<file path="src/rtl/core/adc_pkg.sv">
// shared types, constants and fixed-point helpers for the airship compensation block
// no dependencies; used by every module in rtl/core except adc_delay
package adc_pkg;

    localparam int FRAC_BITS_DEF = 16;
    localparam int QUAT_BITS     = 30;
    localparam int CFG_IDX_W     = 3;

    // register indexes of the configuration port
    localparam logic [CFG_IDX_W-1:0] REG_GRAV_X = 3'd0;
    localparam logic [CFG_IDX_W-1:0] REG_GRAV_Y = 3'd1;
    localparam logic [CFG_IDX_W-1:0] REG_GRAV_Z = 3'd2;
    localparam logic [CFG_IDX_W-1:0] REG_MASS_D = 3'd3;
    localparam logic [CFG_IDX_W-1:0] REG_ECC_X  = 3'd4;
    localparam logic [CFG_IDX_W-1:0] REG_ECC_Y  = 3'd5;
    localparam logic [CFG_IDX_W-1:0] REG_ECC_Z  = 3'd6;

    // pipeline timing
    localparam int SQRT_STEPS = 32;
    localparam int NORM_STAGE = 2 + SQRT_STEPS;
    localparam int GRAV_STAGE = 7;
    localparam int PIPE_LAT   = NORM_STAGE + 5;

    typedef logic signed [31:0] fx_t;
    typedef logic signed [33:0] qp_t;
    typedef logic [2:0][31:0] vec3_t;
    typedef logic [2:0][2:0][31:0] mat3_t;

    function automatic fx_t sat32(input logic signed [63:0] v);
        if (v > 64'sd2147483647)
            return 32'sh7FFFFFFF;
        else if (v < -64'sd2147483648)
            return 32'sh80000000;
        else
            return v[31:0];
    endfunction

    // product floored by sh bits, saturated
    function automatic fx_t fmul(input fx_t a, input fx_t b, input int sh);
        logic signed [63:0] p;
        p = a * b;
        return sat32(p >>> sh);
    endfunction

    // quaternion-scale product floored by 30 bits
    function automatic qp_t qmul(input fx_t a, input fx_t b);
        logic signed [63:0] p;
        logic signed [63:0] s;
        p = a * b;
        s = p >>> QUAT_BITS;
        return s[33:0];
    endfunction

endpackage

</file>
<file path="src/rtl/core/adc_isqrt.sv">
// pipelined integer square root, one result bit per stage, saturated to 32 bits
// depends on adc_pkg
module adc_isqrt (
    input  logic          clk,
    input  logic [63:0]   radicand,
    output adc_pkg::fx_t  root
);
    import adc_pkg::*;

    logic [63:0] rem_reg  [SQRT_STEPS];
    logic [63:0] root_reg [SQRT_STEPS];
    logic [63:0] rem_in   [SQRT_STEPS];
    logic [63:0] root_in  [SQRT_STEPS];
    logic [63:0] rem_next [SQRT_STEPS];
    logic [63:0] root_next[SQRT_STEPS];
    logic [63:0] res;

    always_comb
    begin
        rem_in[0]  = radicand;
        root_in[0] = '0;
        for (int k = 1; k < SQRT_STEPS; k++)
        begin
            rem_in[k]  = rem_reg[k-1];
            root_in[k] = root_reg[k-1];
        end
        for (int k = 0; k < SQRT_STEPS; k++)
        begin
            // trial bit walks down two places per stage
            if (rem_in[k] >= root_in[k] + (64'd1 << (62 - 2 * k)))
            begin
                rem_next[k]  = rem_in[k] - (root_in[k] + (64'd1 << (62 - 2 * k)));
                root_next[k] = (root_in[k] >> 1) + (64'd1 << (62 - 2 * k));
            end
            else
            begin
                rem_next[k]  = rem_in[k];
                root_next[k] = root_in[k] >> 1;
            end
        end
    end

    always_ff @(posedge clk)
    begin
        for (int k = 0; k < SQRT_STEPS; k++)
        begin
            rem_reg[k]  <= rem_next[k];
            root_reg[k] <= root_next[k];
        end
    end

    assign res  = root_reg[SQRT_STEPS-1];
    assign root = (res > 64'h7FFFFFFF) ? 32'sh7FFFFFFF : res[31:0];
endmodule

</file>
<file path="config.mk">
export PLATFORM = sky130hd
export DESIGN_NAME = adc_isqrt
export DESIGN_NICKNAME = d
export VERILOG_FILES = /design/src/rtl/core/adc_pkg.sv /design/src/rtl/core/adc_isqrt.sv
export SDC_FILE = /design/constraint.sdc
export NUM_CORES = 2
export LEC_CHECK = 0
export BUFFER_PORTS_ARGS = -buffer_cell sky130_fd_sc_hd__buf_2
export CELL_PAD_IN_SITES_DETAIL_PLACEMENT = 2
export CELL_PAD_IN_SITES_GLOBAL_PLACEMENT = 2
export CORE_MARGIN = 4
export CORE_UTILIZATION = 45
export CTS_CLUSTER_SIZE = 8
export DETAILED_ROUTE_END_ITERATION = 8
export PLACE_DENSITY_LB_ADDON = 0.1
export SLEW_MARGIN = 20
export SYNTH_ARGS = -nofsm -noshare
export SYNTH_HDL_FRONTEND = slang
export SYNTH_SLANG_ARGS = --single-unit
export TNS_END_PERCENT = 1
</file>
<file path="constraint.sdc">
create_clock -name clk -period 5.9 [get_ports clk]
set_input_delay 1.18 -clock clk [delete_from_list [all_inputs] [get_ports clk]]
set_output_delay 1.18 -clock clk [all_outputs]
set_load 0.005 [all_outputs]
</file>
==> flow_summary.toml <==
[pwr]
seq_power_share = 0.425
intPower_uw = 37500
sw_frac_of_total = 0.365
pwr_density_cell_nw_per_um2 = 547
total_power_uw = 59100
combPwrFrac = 0.248
p_switching_uw = 21500
clock_power_share = 0.326
power_leakage_uw = 0.0493
peakVddDrop_mv = 0.380

[cts]
clock_latency_ns = 1.06
hold_buffers = 0
cts_resized = 0
clock_sinks = 2512
clockRootBuffer = "clkbuf_16"
htree_levels = 5
cts_buffers = 365
post_cts_buffers = 0
clk_path_buf_depth = 4
cts_tree = "done"
clkTransAtPathRegs_ns = 0.06

[logic_synthesis]
synth_simple_gate_area_frac = 0.151
synth_edf_count = 0
synthAdderAreaFrac = 0.0736
ys.flop_type = "dfxtp_1"
avgSynthCellArea_um2 = 10.0
synth_top_family_by_area = "simple AND/OR/NAND/NOR gates"
synthMuxAreaShare = 0.0136
syn_area_um2 = 94800
synthArstFlopShare = 0
synth_compound_area_frac = 0.115
synth_xor_xnor_area_share = 0.0807
synth_top_area_cell = "dfxtp_1"
synth_nets = 10100
ys_types = 98
synth_seq_cells = 2512
synth.top_cells.by_area = "dfxtp_1 53%, ha_1 7.4%, xnor2_1 4.1%"
syn_inst = 9466
synth_top_area_frac = 0.530
ys_seq_area_frac = 0.530
synth_warnings = 0

[grt]
grt_usage = 0.342
grt_pass1_vias = 85100
grt_pass1_wl_mm = 570
grt_start_max_net_pins = 63
antenna_found_initial = 21
overflow = 0

[sta]
holdWs_ns = 0.298
fin_skew_ns = 0.156
setup_ws_ns = 0.570
hold_viol_final = 0
rsz0062_at_grt = "false"
slew_headroom = -0.237
final-setup-viol-count = 0
worst_pin_slew_ns = 1.84
setup_tns_ns = 0
slew_violations = 4
period_minus_slack_ns = 5.33
max_freq_mhz = 188
fin_crit_sh = 0.903

[placed_design]
place_hpwl_mm = 246
numPortBuffers = 95
place_inst = 12200
gp_congestion = 0.880
place_worst_setup_slack_ns = 1.07

[detailed_routing]
drt-initial-drc-count = 5714
first_pass_iters = 5
wl_met2_mm = 211
wire_per_inst_um = 33.4
route.layer.met1.wl_mm = 151
drtAntennaViolNets = 0
drt_wl_total_mm = 423
top_layer_used = "met5"
viasPerCell = 6.17
dr_total_vias = 78000
wl_met3_mm = 25.5
drc = 0

[critical_path]
crit_path_frequent_cell = "nor3_1"
startpoint = "root_reg[0][439]$_DFF_P_"
critPathKind = "reg2reg"
start_kind = "flip-flop"
max_stage_delay_ns = 0.70
worstRegToRegCells = 11
reg2reg_from = "root_reg[0][439]$_DFF_P_"
cp.required_ns = 6.78
worst_ep_arrival_time_ns = 6.21
worstReg2RegEnd = "rem_reg[0][509]$_DFF_P_"
slowest_stage = "nand2b_1"
critPathMaxFanout = 16
reg2reg_slack_ns = 0.57
worst_setup_path_end_kind = "flip-flop"
critical_path.cell_chain = "inv_1, ha_1, or4b_2, nor4_1, nand4_1, nor3_1, nor3_1, nand2b_1, o21ai_0, nor3_1, xor2_1"

[floorplanning]
core_um2 = 210000
initial_core_util = 0.452
die-width_um = 467
rows = 168
pin_count = 97
die_y_um = 467
dieArea_um2 = 218000

[layout]
largest_reg_flops = 1984
final_cells = 12600
drive_gt1_frac = 0.0769
areaGrowthSynthToFinish_pct = 14.0
num-nets-final = 10400

[hold_path]
hold_depth = 0
hold_class = "reg2reg"
min_from = "rem_reg[0][274]$_DFF_P_"
hold_end = "rem_reg[0][338]$_DFF_P_"

[outcome]
violations = "max-capacitance violations, max-slew violations"
status = "complete, but fails checks"

[flow_run]
drv_cap = 2
cells by family (layout without fill, tap and decap cells):
group	Yosys count	after routing
AOI/OAI and AO/OA	1749	1749
xor gates and xnor gates	874	874
adders and majority gates	558	558
buffers and inverters	876	1226
DFF	2512	2512
muxes	116	116
other	1	24
and+or+nand+nor	2780	2780
cell usage after synthesis (all sizes together), types with 11 or more instances:
| master | count |
|---|---|
| dfxtp | 2512 |
| inv | 702 |
| nor2 | 678 |
| a21oi | 605 |
| ha | 558 |
| nand2 | 550 |
| xnor2 | 445 |
| xor2 | 429 |
| o21ai | 385 |
| nor4 | 347 |
| nor3 | 262 |
| a21o | 229 |
| nand3 | 152 |
| clkbuf | 139 |
| nand4 | 132 |
| nand2b | 106 |
| mux2 | 105 |
| or3 | 104 |
| o21a | 97 |
| nor2b | 79 |
| or4 | 67 |
| or2 | 66 |
| a211oi | 55 |
| nor4b | 49 |
| o21bai | 49 |
| and3 | 42 |
| o31ai | 40 |
| a31oi | 36 |
| buf | 34 |
| and2 | 30 |
| o211ai | 30 |
| nand3b | 28 |
| nor3b | 25 |
| a2111oi | 24 |
| a21boi | 19 |
| and4 | 18 |
| o22ai | 18 |
| nand4b | 15 |
| a211o | 14 |
| a221oi | 13 |
| a311oi | 12 |
| and4b | 11 |
| mux2i | 11 |
| o31a | 11 |
critical path: cells and delay by family (launching register included):
kind	cells	cell delay [ns]
AO/OA/AOI/OAI	1	0.55
XOR/XNOR	1	0.29
adder cells (fa/ha/maj)	1	0.40
buffers and inverters	1	0.07
flip-flops	1	0.34
AND/OR/NAND/NOR	7	3.56
worst max path at each step:
stage	endpoint	slack, ns	depth (start not counted)
3_3_place_gp	rem_reg[1][767]$_DFF_P_	0.85	14
2_1_floorplan	rem_reg[1][763]$_DFF_P_	2.64	13
6_report	rem_reg[0][509]$_DFF_P_	0.57	11
4_1_cts	rem_reg[0][507]$_DFF_P_	0.92	11
5_1_grt	rem_reg[1][254]$_DFF_P_	0.55	13
3_5_place_dp	rem_reg[1][767]$_DFF_P_	1.07	14
through the flow:
| stage | instance area [um^2] | utilization |
|---|---|---|
| final | 108000 | 0.516 |
| after global routing | 108000 | 0.515 |
| after CTS | 108000 | 0.515 |
| after detailed placement | 98500 | 0.470 |
| after global placement | 98400 | 0.470 |
| after floorplan | 94800 | - |
power by group through the flow:
| stage | clock (uW) | sequential (uW) | combinational (uW) |
|---|---|---|---|
| 4_1_cts | 19000 | 24900 | 14000 |
| 3_5_place_dp | 0 | 25000 | 13200 |
| 2_1_floorplan | 0 | 23000 | 9720 |
| 3_3_place_gp | 0 | 24800 | 12400 |
| 6_report | 19300 | 25100 | 14700 |
| 5_1_grt | 20100 | 25400 | 15700 |
placed cells by master, fill, tap and decap left out, types with 132 or more instances in the layout:
cell type,count
nand2_1,549
clkbuf_16,370
nand4_1,132
nand3_1,152
a21o_1,229
nor2_1,678
xor2_1,429
nor4_1,332
xnor2_1,445
o21ai_0,376
ha_1,558
nor3_1,260
a21oi_1,604
dfxtp_1,2512
inv_1,700
area by class of cell:
| class | count | area [um^2] |
|---|---|---|
| timing repair buffer | 131 | 741 |
| clock buffer | 382 | 9300 |
| inverter | 703 | 2640 |
| multi-input combinational | 6078 | 41400 |
| tap | 2805 | 3510 |
| fill | 21200 | 102000 |
| clock inverter | 10 | 171 |
| sequential | 2512 | 50300 |
| antenna | 23 | 57.6 |
per-layer routing:
| layer | vias up | global-route usage |
|---|---|---|
| met2 | 3416 | 0.628 |
| met5 | - | 0 |
| li1 | 33400 | - |
| met4 | 36 | 0.202 |
| met1 | 39200 | 0.364 |
| met3 | 1903 | 0.0621 |
(Power assumes the default switching activity.)
