<file path="src/rtl/core/adc_delay.sv">
// fixed-length shift line that carries payload alongside the square root pipeline
// uses no package
module adc_delay #(
    parameter int WIDTH = 32,
    parameter int DEPTH = 4
) (
    input  logic             clk,
    input  logic [WIDTH-1:0] din,
    output logic [WIDTH-1:0] dout
);
    logic [WIDTH-1:0] tap_reg [DEPTH];

    always_ff @(posedge clk)
    begin
        tap_reg[0] <= din;
        for (int i = 1; i < DEPTH; i++)
        begin
            tap_reg[i] <= tap_reg[i-1];
        end
    end

    assign dout = tap_reg[DEPTH-1];
endmodule

</file>
<file path="config.mk">
export PLATFORM = sky130hd
export DESIGN_NAME = adc_delay
export DESIGN_NICKNAME = d
export VERILOG_FILES = /design/src/rtl/core/adc_delay.sv
export SDC_FILE = /design/constraint.sdc
export NUM_CORES = 1
export LEC_CHECK = 0
export BUFFER_PORTS_ARGS = -buffer_cell sky130_fd_sc_hd__buf_2
export CORE_MARGIN = 2
export CORE_UTILIZATION = 40
export CTS_BUF_LIST = sky130_fd_sc_hd__clkbuf_8
export DETAILED_ROUTE_END_ITERATION = 10
export GPL_ROUTABILITY_DRIVEN = 0
export SYNTH_ARGS = -nofsm -noshare
export SYNTH_HDL_FRONTEND = slang
export SYNTH_SLANG_ARGS = --single-unit
</file>
<file path="constraint.sdc">
create_clock -name clk -period 0.8 [get_ports clk]
set_input_delay 0.2 -clock clk [delete_from_list [all_inputs] [get_ports clk]]
set_output_delay 0.2 -clock clk [all_outputs]
set_load 0.01 [all_outputs]
</file>
==> results.md, run 1 <==
| Result | Reported | Unit |
|:---|:---|:---|
| Run status | finished, violations left | - |
| Violated checks | setup timing | - |
| Slack of the worst reg-to-reg path | 0.38 | ns |
| Antenna Cells | 0 | - |
| Most frequent cell after synthesis | sky130_fd_sc_hd__dfxtp_1 | - |
| Worst relative slew slack | 88.47 | % |
| Pin count of the biggest net entering global routing | 17 | - |
| Total negative setup slack | -7.233 | ns |
| Setup repair after global routing missed its margin | true | - |
| # DRC | 0 | - |
| Required time of the critical path | 0.60 | ns |
| Top post-synthesis cells by area | sky130_fd_sc_hd__dfxtp_1 100% | - |
| Max-Cap Viols | 0 | - |
| Fraction of synthesized cell area in xor and xnor cells | 0 | % |
| Flip-flop and latch count after synthesis | 128 | - |
| Fraction of synthesized area in multiplexers | 0 | % |
| Final std cells w/o fill | 332 | - |
| Total number of vias | 1202 | - |
| Sw Pwr | 2.509 | mW |
| Post-detailed-placement half-perimeter wirelength | 1690 | um |
| Vias in the first global route | 1255 | - |
| Reg-to-reg critical path endpoint | tap_reg[3][18]$_DFF_P_ | - |
| Internal power summed over all cells | 10.20 | mW |
| Vias per inst | 3.620 | - |
| First-pass DRT Iterations | 3 | - |
| Detail-routed net length per standard cell | 9.361 | um |
| Multi-input combinational gate total | 0 | - |
| Static Leak | 1.689 | nW |
| Synth Area in Simple Gates | 0 | % |
| Number of nets in the final layout | 276 | - |
| Post-synthesis net count | 161 | - |
| Area added between synthesis and finish | 47.75 | % |
| First-pass GRT wire length | 5147 | um |
| CP endpoint kind | output pin | - |
| Biggest area consumer among synthesized cells | sky130_fd_sc_hd__dfxtp_1 | - |
| Final wirelength | 3108 | um |
| Hold/Removal Path Class | flop to flop | - |
| Arrival time at the worst endpoint | 0.84 | ns |
| Count of nets left with antenna violations after detail routing | 0 | - |
| Cell at the slowest stage of the critical path | sky130_fd_sc_hd__dfxtp_1 | - |
| Share of total power consumed by net switching | 19.74 | % |
| Number of primary I/O pins | 65 | - |
| Number of synthesis warnings | 0 | - |
| Overall power consumption | 12.71 | mW |
| Fraction of registers with async set/reset | 0 | % |
| Flop pwr share | 53.4 | % |
| Cts bufs inserted | 17 | - |
| Worst VDD drop | 1.848 | mV |
| Fraction of layout cells with a size suffix above 1 | 40.78 | % |
| Maximum clock frequency | 964.4 | MHz |
| Initial antenna violation count | 0 | - |
| Number of distinct library cells after synthesis | 1 | - |
| Root buffer selected by CTS | sky130_fd_sc_hd__clkbuf_8 | - |
| Core Region | 6277 | um2 |
| Worst Path Max Fanout | 1 | - |
| GRT overflow | 0 | - |
| Combinational share of power | 2.7 | % |
| Standard-cell rows | 29 | - |
| Sequence of cells on the critical path | buf_2 | - |
| Clock tree from TritonCTS | built | - |
| Total Routing Usage GR | 10.38 | % |
| Cell area after synthesis | 2562 | um2 |
| Launch instance of the worst register-to-register path | tap_reg[2][18]$_DFF_P_ | - |
| Count of pins over their slew limit | 0 | - |
| Commonest cells post-synth | 128 x sky130_fd_sc_hd__dfxtp_1 | - |
| Starting Density | 40.82 | % |
| Pre-CTS worst setup slack | 0.1688 | ns |
| CTS clock-pin slew for the worst setup and hold paths | 0.07 | ns |
| Die width | 84.04 | um |
| Total setup violations reported at the end of the flow | 32 | - |
| Final worst-path cycle share | 129.6 | % |
| Count of final hold-check violations | 0 | - |
| Post-Synth Adder-Cell Area | 0 | % |
| TritonCTS sink count | 128 | - |
| Worst clock skew | 0.007454 | ns |
| Post-Synthesis Cells | 128 | - |
| Buf+Inv Stages, Crit Path | 1 | - |
| Top flip-flop cell by instance count after synthesis | sky130_fd_sc_hd__dfxtp_1 | - |
| Register area share after synthesis | 100.0 | % |
| Startpoint kind of the worst setup timing path | flop | - |
| Depth of the critical timing path with buffers and inverters included | 1 | - |
| Hold Crit Start | tap_reg[1][0]$_DFF_P_ | - |
| # port buffers | 64 | - |
| Die H | 84.04 | um |
| Count of placed standard cells including taps | 269 | - |
| Die ar. | 7063 | um2 |
| Worst Hold Depth | 0 | - |
| Finished Core Util | 60.31 | % |
| Number of flip-flops under the largest register name | 128 | - |
| EDFF count, synth | 0 | - |
| Syn Area/Cell | 20.02 | um2 |
| Initial DRC Count | 38 | - |
| Clock power share | 43.8 | % |
| Final critical delay including setup and external delays | 1.037 | ns |
| Number of levels the H-tree was split into | 4 | - |
| Power per cell area | 3358 | nW/um2 |
| Compound-cell area share of the yosys netlist | 0 | % |
| Worst reg-to-reg path cell count | 0 | - |
| Deepest clock path buffer count | 2 | - |
| Dominant delay contributor by cell family on the critical path | flip-flops | - |
| Slew at the pin closest to its max-slew limit | 0.1729 | ns |
| Category of the most critical setup path | flop to output pin | - |
| Hold Crit Endpoint | tap_reg[2][0]$_DFF_P_ | - |
| Fraction of synthesized cell area taken by the top area cell type | 100.0 | % |
| Post-route worst setup slack | -0.2369 | ns |
| Combined area of the multi-input logic cells | 0 | um2 |
| Longest individual stage delay on the worst path | 0.31 | ns |
| Worst skew pair latency | 0.40 | ns |
## per-stage QoR
step	hold WS, ns	cell area, um2
final	0.3226	3786
after detailed placement	0.3036	2979
after global routing	0.3330	3786
after global placement	0.3023	2979
after floorplan	0.2277	2562
after CTS	0.3238	3764
## final cells by class
class                   instances  area, um2
flip-flops and latches        128       2574
repair buffers                 96      696.9
clock buffers                  19      261.5
fillers                       474       2491
well taps                      77      96.34
clock inverters                12      157.7
## how the worst max path moves through the flow
stage / start / end / slack (ns)
global placement: tap_reg[3][21]$_DFF_P_ / dout[21] / 0.17
CTS: tap_reg[3][10]$_DFF_P_ / dout[10] / -0.28
detailed placement: tap_reg[3][21]$_DFF_P_ / dout[21] / 0.17
floorplan: tap_reg[3][0]$_DFF_P_ / dout[0] / 0.27
global route: tap_reg[3][17]$_DFF_P_ / dout[17] / -0.30
finish: tap_reg[3][5]$_DFF_P_ / dout[5] / -0.24
## power by group through the flow
stage	Sequential, mW	Clock [mW]	Combinational, mW
2_1_floorplan	6.96	0	0
3_3_place_gp	6.92	0	0.198
3_5_place_dp	6.93	0	0.199
4_1_cts	6.79	5.75	0.338
5_1_grt	6.82	6.08	0.370
6_report	6.79	5.57	0.344
## routing by layer
layer / share of wire (%) / track usage [%]
met5: 0 / 0
met4: 1.4 / 7.478
met3: 8.9 / 7.616
met2: 50 / 16.38
met1: 39 / 8.998
## logic make-up (layout without fill, tap and decap cells)
| family | Yosys count | count (layout) |
|---|---|---|
| DFF | 128 | 128 |
| buffers and inverters | 0 | 127 |
## cell usage in the layout (no fill, tap or decap), drive strengths merged
cell type    synthesis  routed
buf                  0      64
clkinv               0       4
inv                  0       2
clkbuf               0      19
clkinvlp             0       3
dlygate4sd3          0      32
bufinv               0       3
dfxtp              128     128
## timing repair
| action | 4_1_cts | 5_1_grt |
|---|---|---|
| hold endpoints to repair | 32 | 0 |
| cloned | 0 | 0 |
| gates resized for setup | 12 | 6 |
| buffers inserted | 0 | 0 |
| hold buffers | 32 | 0 |
| setup endpoints to repair | 32 | 32 |
Power figures use the tool's default switching activity.
==> inputs of run 2 (changes only) <==
--- a/config.mk
+++ b/config.mk
@@ -7,7 +7,7 @@
 export LEC_CHECK = 0
 export BUFFER_PORTS_ARGS = -buffer_cell sky130_fd_sc_hd__buf_2
 export CORE_MARGIN = 2
-export CORE_UTILIZATION = 40
+export CORE_UTILIZATION = 33
 export CTS_BUF_LIST = sky130_fd_sc_hd__clkbuf_8
 export DETAILED_ROUTE_END_ITERATION = 10
 export GPL_ROUTABILITY_DRIVEN = 0
==> results.md, run 2 (same netlist as run 1, synthesis figures left out) <==
| Result | Reported | Unit | Change |
|:---|:---|:---|:---|
| Die width | 92.12 | um | was 84.04 um |
| CTS clock-pin slew for the worst setup and hold paths | 0.07 | ns | about the same |
| Vias in the first global route | 1204 | - | was 1255 |
| Deepest clock path buffer count | 2 | - | unchanged |
| Count of nets left with antenna violations after detail routing | 0 | - | unchanged |
| Pin count of the biggest net entering global routing | 17 | - | unchanged |
| Fraction of layout cells with a size suffix above 1 | 39.61 | % | was 40.78% |
| Global-route track usage on met2 | 12.13 | % | was 16.38% |
| First-pass DRT Iterations | 2 | - | was 3 |
| Combined area of the multi-input logic cells | 0 | um2 | unchanged |
| Worst clock skew | 0.008806 | ns | was 0.007454 ns |
| Routing usage on met3 | 5.916 | % | was 7.616% |
| Slew at the pin closest to its max-slew limit | 0.1724 | ns | was 0.1729 ns |
| Worst relative slew slack | 88.51 | % | was 88.47% |
| Required time of the critical path | 0.60 | ns | about the same |
| Die ar. | 8486 | um2 | was 7063 um2 |
| Buf+Inv Stages, Crit Path | 1 | - | unchanged |
| Layout fillers | 658 | - | was 474 |
| Multi-input combinational gate total | 0 | - | unchanged |
| Flop pwr share | 54.1 | % | was 53.4% |
| Static Leak | 1.700 | nW | was 1.689 nW |
| Fraction of met1 tracks used by global routing | 7.749 | % | was 8.998% |
| Post-detailed-placement half-perimeter wirelength | 1672 | um | was 1690 um |
| Antenna Cells | 0 | - | unchanged |
| Count of final hold-check violations | 0 | - | unchanged |
| Final critical delay including setup and external delays | 1.038 | ns | was 1.037 ns |
| Die H | 92.12 | um | was 84.04 um |
| Finished Core Util | 50.02 | % | was 60.31% |
| TritonCTS sink count | 128 | - | unchanged |
| Core Region | 7607 | um2 | was 6277 um2 |
| Number of levels the H-tree was split into | 4 | - | unchanged |
| CP endpoint kind | output pin | - | unchanged |
| Arrival time at the worst endpoint | 0.84 | ns | about the same |
| Worst VDD drop | 2.130 | mV | was 1.848 mV |
| Standard-cell rows | 32 | - | was 29 |
| Detail-routed net length per standard cell | 8.647 | um | was 9.361 um |
| Total setup violations reported at the end of the flow | 32 | - | unchanged |
| Total Routing Usage GR | 8.254 | % | was 10.38% |
| Final worst-path cycle share | 129.7 | % | was 129.6% |
| Number of primary I/O pins | 65 | - | unchanged |
| Post-route worst setup slack | -0.2376 | ns | was -0.2369 ns |
| Root buffer selected by CTS | sky130_fd_sc_hd__clkbuf_8 | - | unchanged |
| Cts bufs inserted | 17 | - | unchanged |
| Violated checks | setup timing | - | unchanged |
| Commonest cells after routing, fill and taps aside | 119 x sky130_fd_sc_hd__dfxtp_1, 55 x sky130_fd_sc_hd__buf_2, 32 x sky130_fd_sc_hd__dlygate4sd3_1 | - | unchanged |
| Number of nets in the final layout | 276 | - | unchanged |
| Worst skew pair latency | 0.40 | ns | about the same |
| Vias per inst | 3.457 | - | was 3.620 |
| Sequence of cells on the critical path | buf_6 | - | was buf_2 |
| # port buffers | 64 | - | unchanged |
| Hold/Removal Path Class | flop to flop | - | unchanged |
| Clock power share | 43.1 | % | was 43.8% |
| Setup repair after global routing missed its margin | true | - | unchanged |
| Number of flip-flops under the largest register name | 128 | - | unchanged |
| Global-route layer with the greatest usage | met2 | - | unchanged |
| Power per cell area | 3300 | nW/um2 | was 3358 nW/um2 |
| Startpoint kind of the worst setup timing path | flop | - | unchanged |
| Sw Pwr | 2.397 | mW | was 2.509 mW |
| Initial DRC Count | 18 | - | was 38 |
| Total number of vias | 1234 | - | was 1202 |
| First-pass GRT wire length | 4919 | um | was 5147 um |
| Share of total power consumed by net switching | 19.09 | % | was 19.74% |
| Run status | finished, violations left | - | unchanged |
| Longest individual stage delay on the worst path | 0.32 | ns | was 0.31 ns |
| Clock tree from TritonCTS | built | - | unchanged |
| Worst Path Max Fanout | 1 | - | unchanged |
| Maximum clock frequency | 963.8 | MHz | was 964.4 MHz |
| Combinational share of power | 2.7 | % | about the same |
| Internal power summed over all cells | 10.16 | mW | was 10.20 mW |
| Count of pins over their slew limit | 0 | - | unchanged |
| # DRC | 0 | - | unchanged |
| Final wirelength | 3087 | um | was 3108 um |
| Area added between synthesis and finish | 48.49 | % | was 47.75% |
| Dominant delay contributor by cell family on the critical path | flip-flops | - | unchanged |
| GRT overflow | 0 | - | unchanged |
| Category of the most critical setup path | flop to output pin | - | unchanged |
| Max-Cap Viols | 0 | - | unchanged |
| Starting Density | 33.68 | % | was 40.82% |
| Leading cell type in the layout, fill and taps excluded | sky130_fd_sc_hd__dfxtp_1 | - | unchanged |
| Initial antenna violation count | 0 | - | unchanged |
| Cell at the slowest stage of the critical path | sky130_fd_sc_hd__dfxtp_2 | - | was sky130_fd_sc_hd__dfxtp_1 |
| Overall power consumption | 12.55 | mW | was 12.71 mW |
run 2: cell types whose count changed in the layout (fill, tap and decap cells not counted), sizes merged:
cell / before / now
clkinvlp: 3 / 1
inv: 2 / 3
clkinv: 4 / 5
run 2: cell type report:
type                  count  area (um2)  share of cell area (%)
sequential              128        2574                   67.64
timing repair buffer     96       696.9                   18.32
clock buffer             19       261.5                   6.873
clock inverter           12       145.1                   3.815
tap                     102       127.6                   3.354
run 2: path summary, 6_finish.rpt:
| check | endpoint | depth (start not counted) | from | slack [ns] |
|---|---|---|---|---|
| max | dout[11] | 1 | tap_reg[3][11]$_DFF_P_ | -0.24 |
| min | tap_reg[1][9]$_DFF_P_ | 0 | tap_reg[0][9]$_DFF_P_ | 0.32 |
| max reg2reg | tap_reg[2][6]$_DFF_P_ | 0 | tap_reg[1][6]$_DFF_P_ | 0.39 |
| min reg2reg | tap_reg[1][9]$_DFF_P_ | 0 | tap_reg[0][9]$_DFF_P_ | 0.32 |
run 2: what timing repair did:
action	4_1_cts	5_1_grt
hold endpoints to repair	32	0
pin swaps	0	0
gates resized for setup	8	10
setup endpoints to repair	32	32
buffers inserted	0	0
hold buffers	32	0
run 2: layer usage:
layer	share of wire, %	up-vias	routed length, um
met5	0	-	0
met4	2.2	0	69
met3	9.8	7	303
met2	46	51	1432
met1	42	551	1282
li1	-	625	-
run 2: through the flow:
stage | cells | TNS, ns | hold slack, ns | area [um2] | setup slack (ns)
after floorplan | 128 | 0 | 0.2277 | 2562 | 0.2692
after global placement | 294 | 0 | 0.3024 | 3010 | 0.1686
after detailed placement | 294 | 0 | 0.3036 | 3010 | 0.1763
after CTS | 357 | -8.281 | 0.3233 | 3767 | -0.2740
after global routing | 357 | -8.950 | 0.3221 | 3805 | -0.3066
final | 357 | -7.116 | 0.3205 | 3805 | -0.2376
run 2: power groups by stage:
| stage | registers [mW] | clock network [mW] | logic, mW |
|---|---|---|---|
| after floorplan | 6.96 | 0 | 0 |
| after global placement | 6.92 | 0 | 0.198 |
| after detailed placement | 6.93 | 0 | 0.200 |
| after CTS | 6.79 | 5.61 | 0.330 |
| after global routing | 6.82 | 5.91 | 0.371 |
| final | 6.79 | 5.42 | 0.343 |
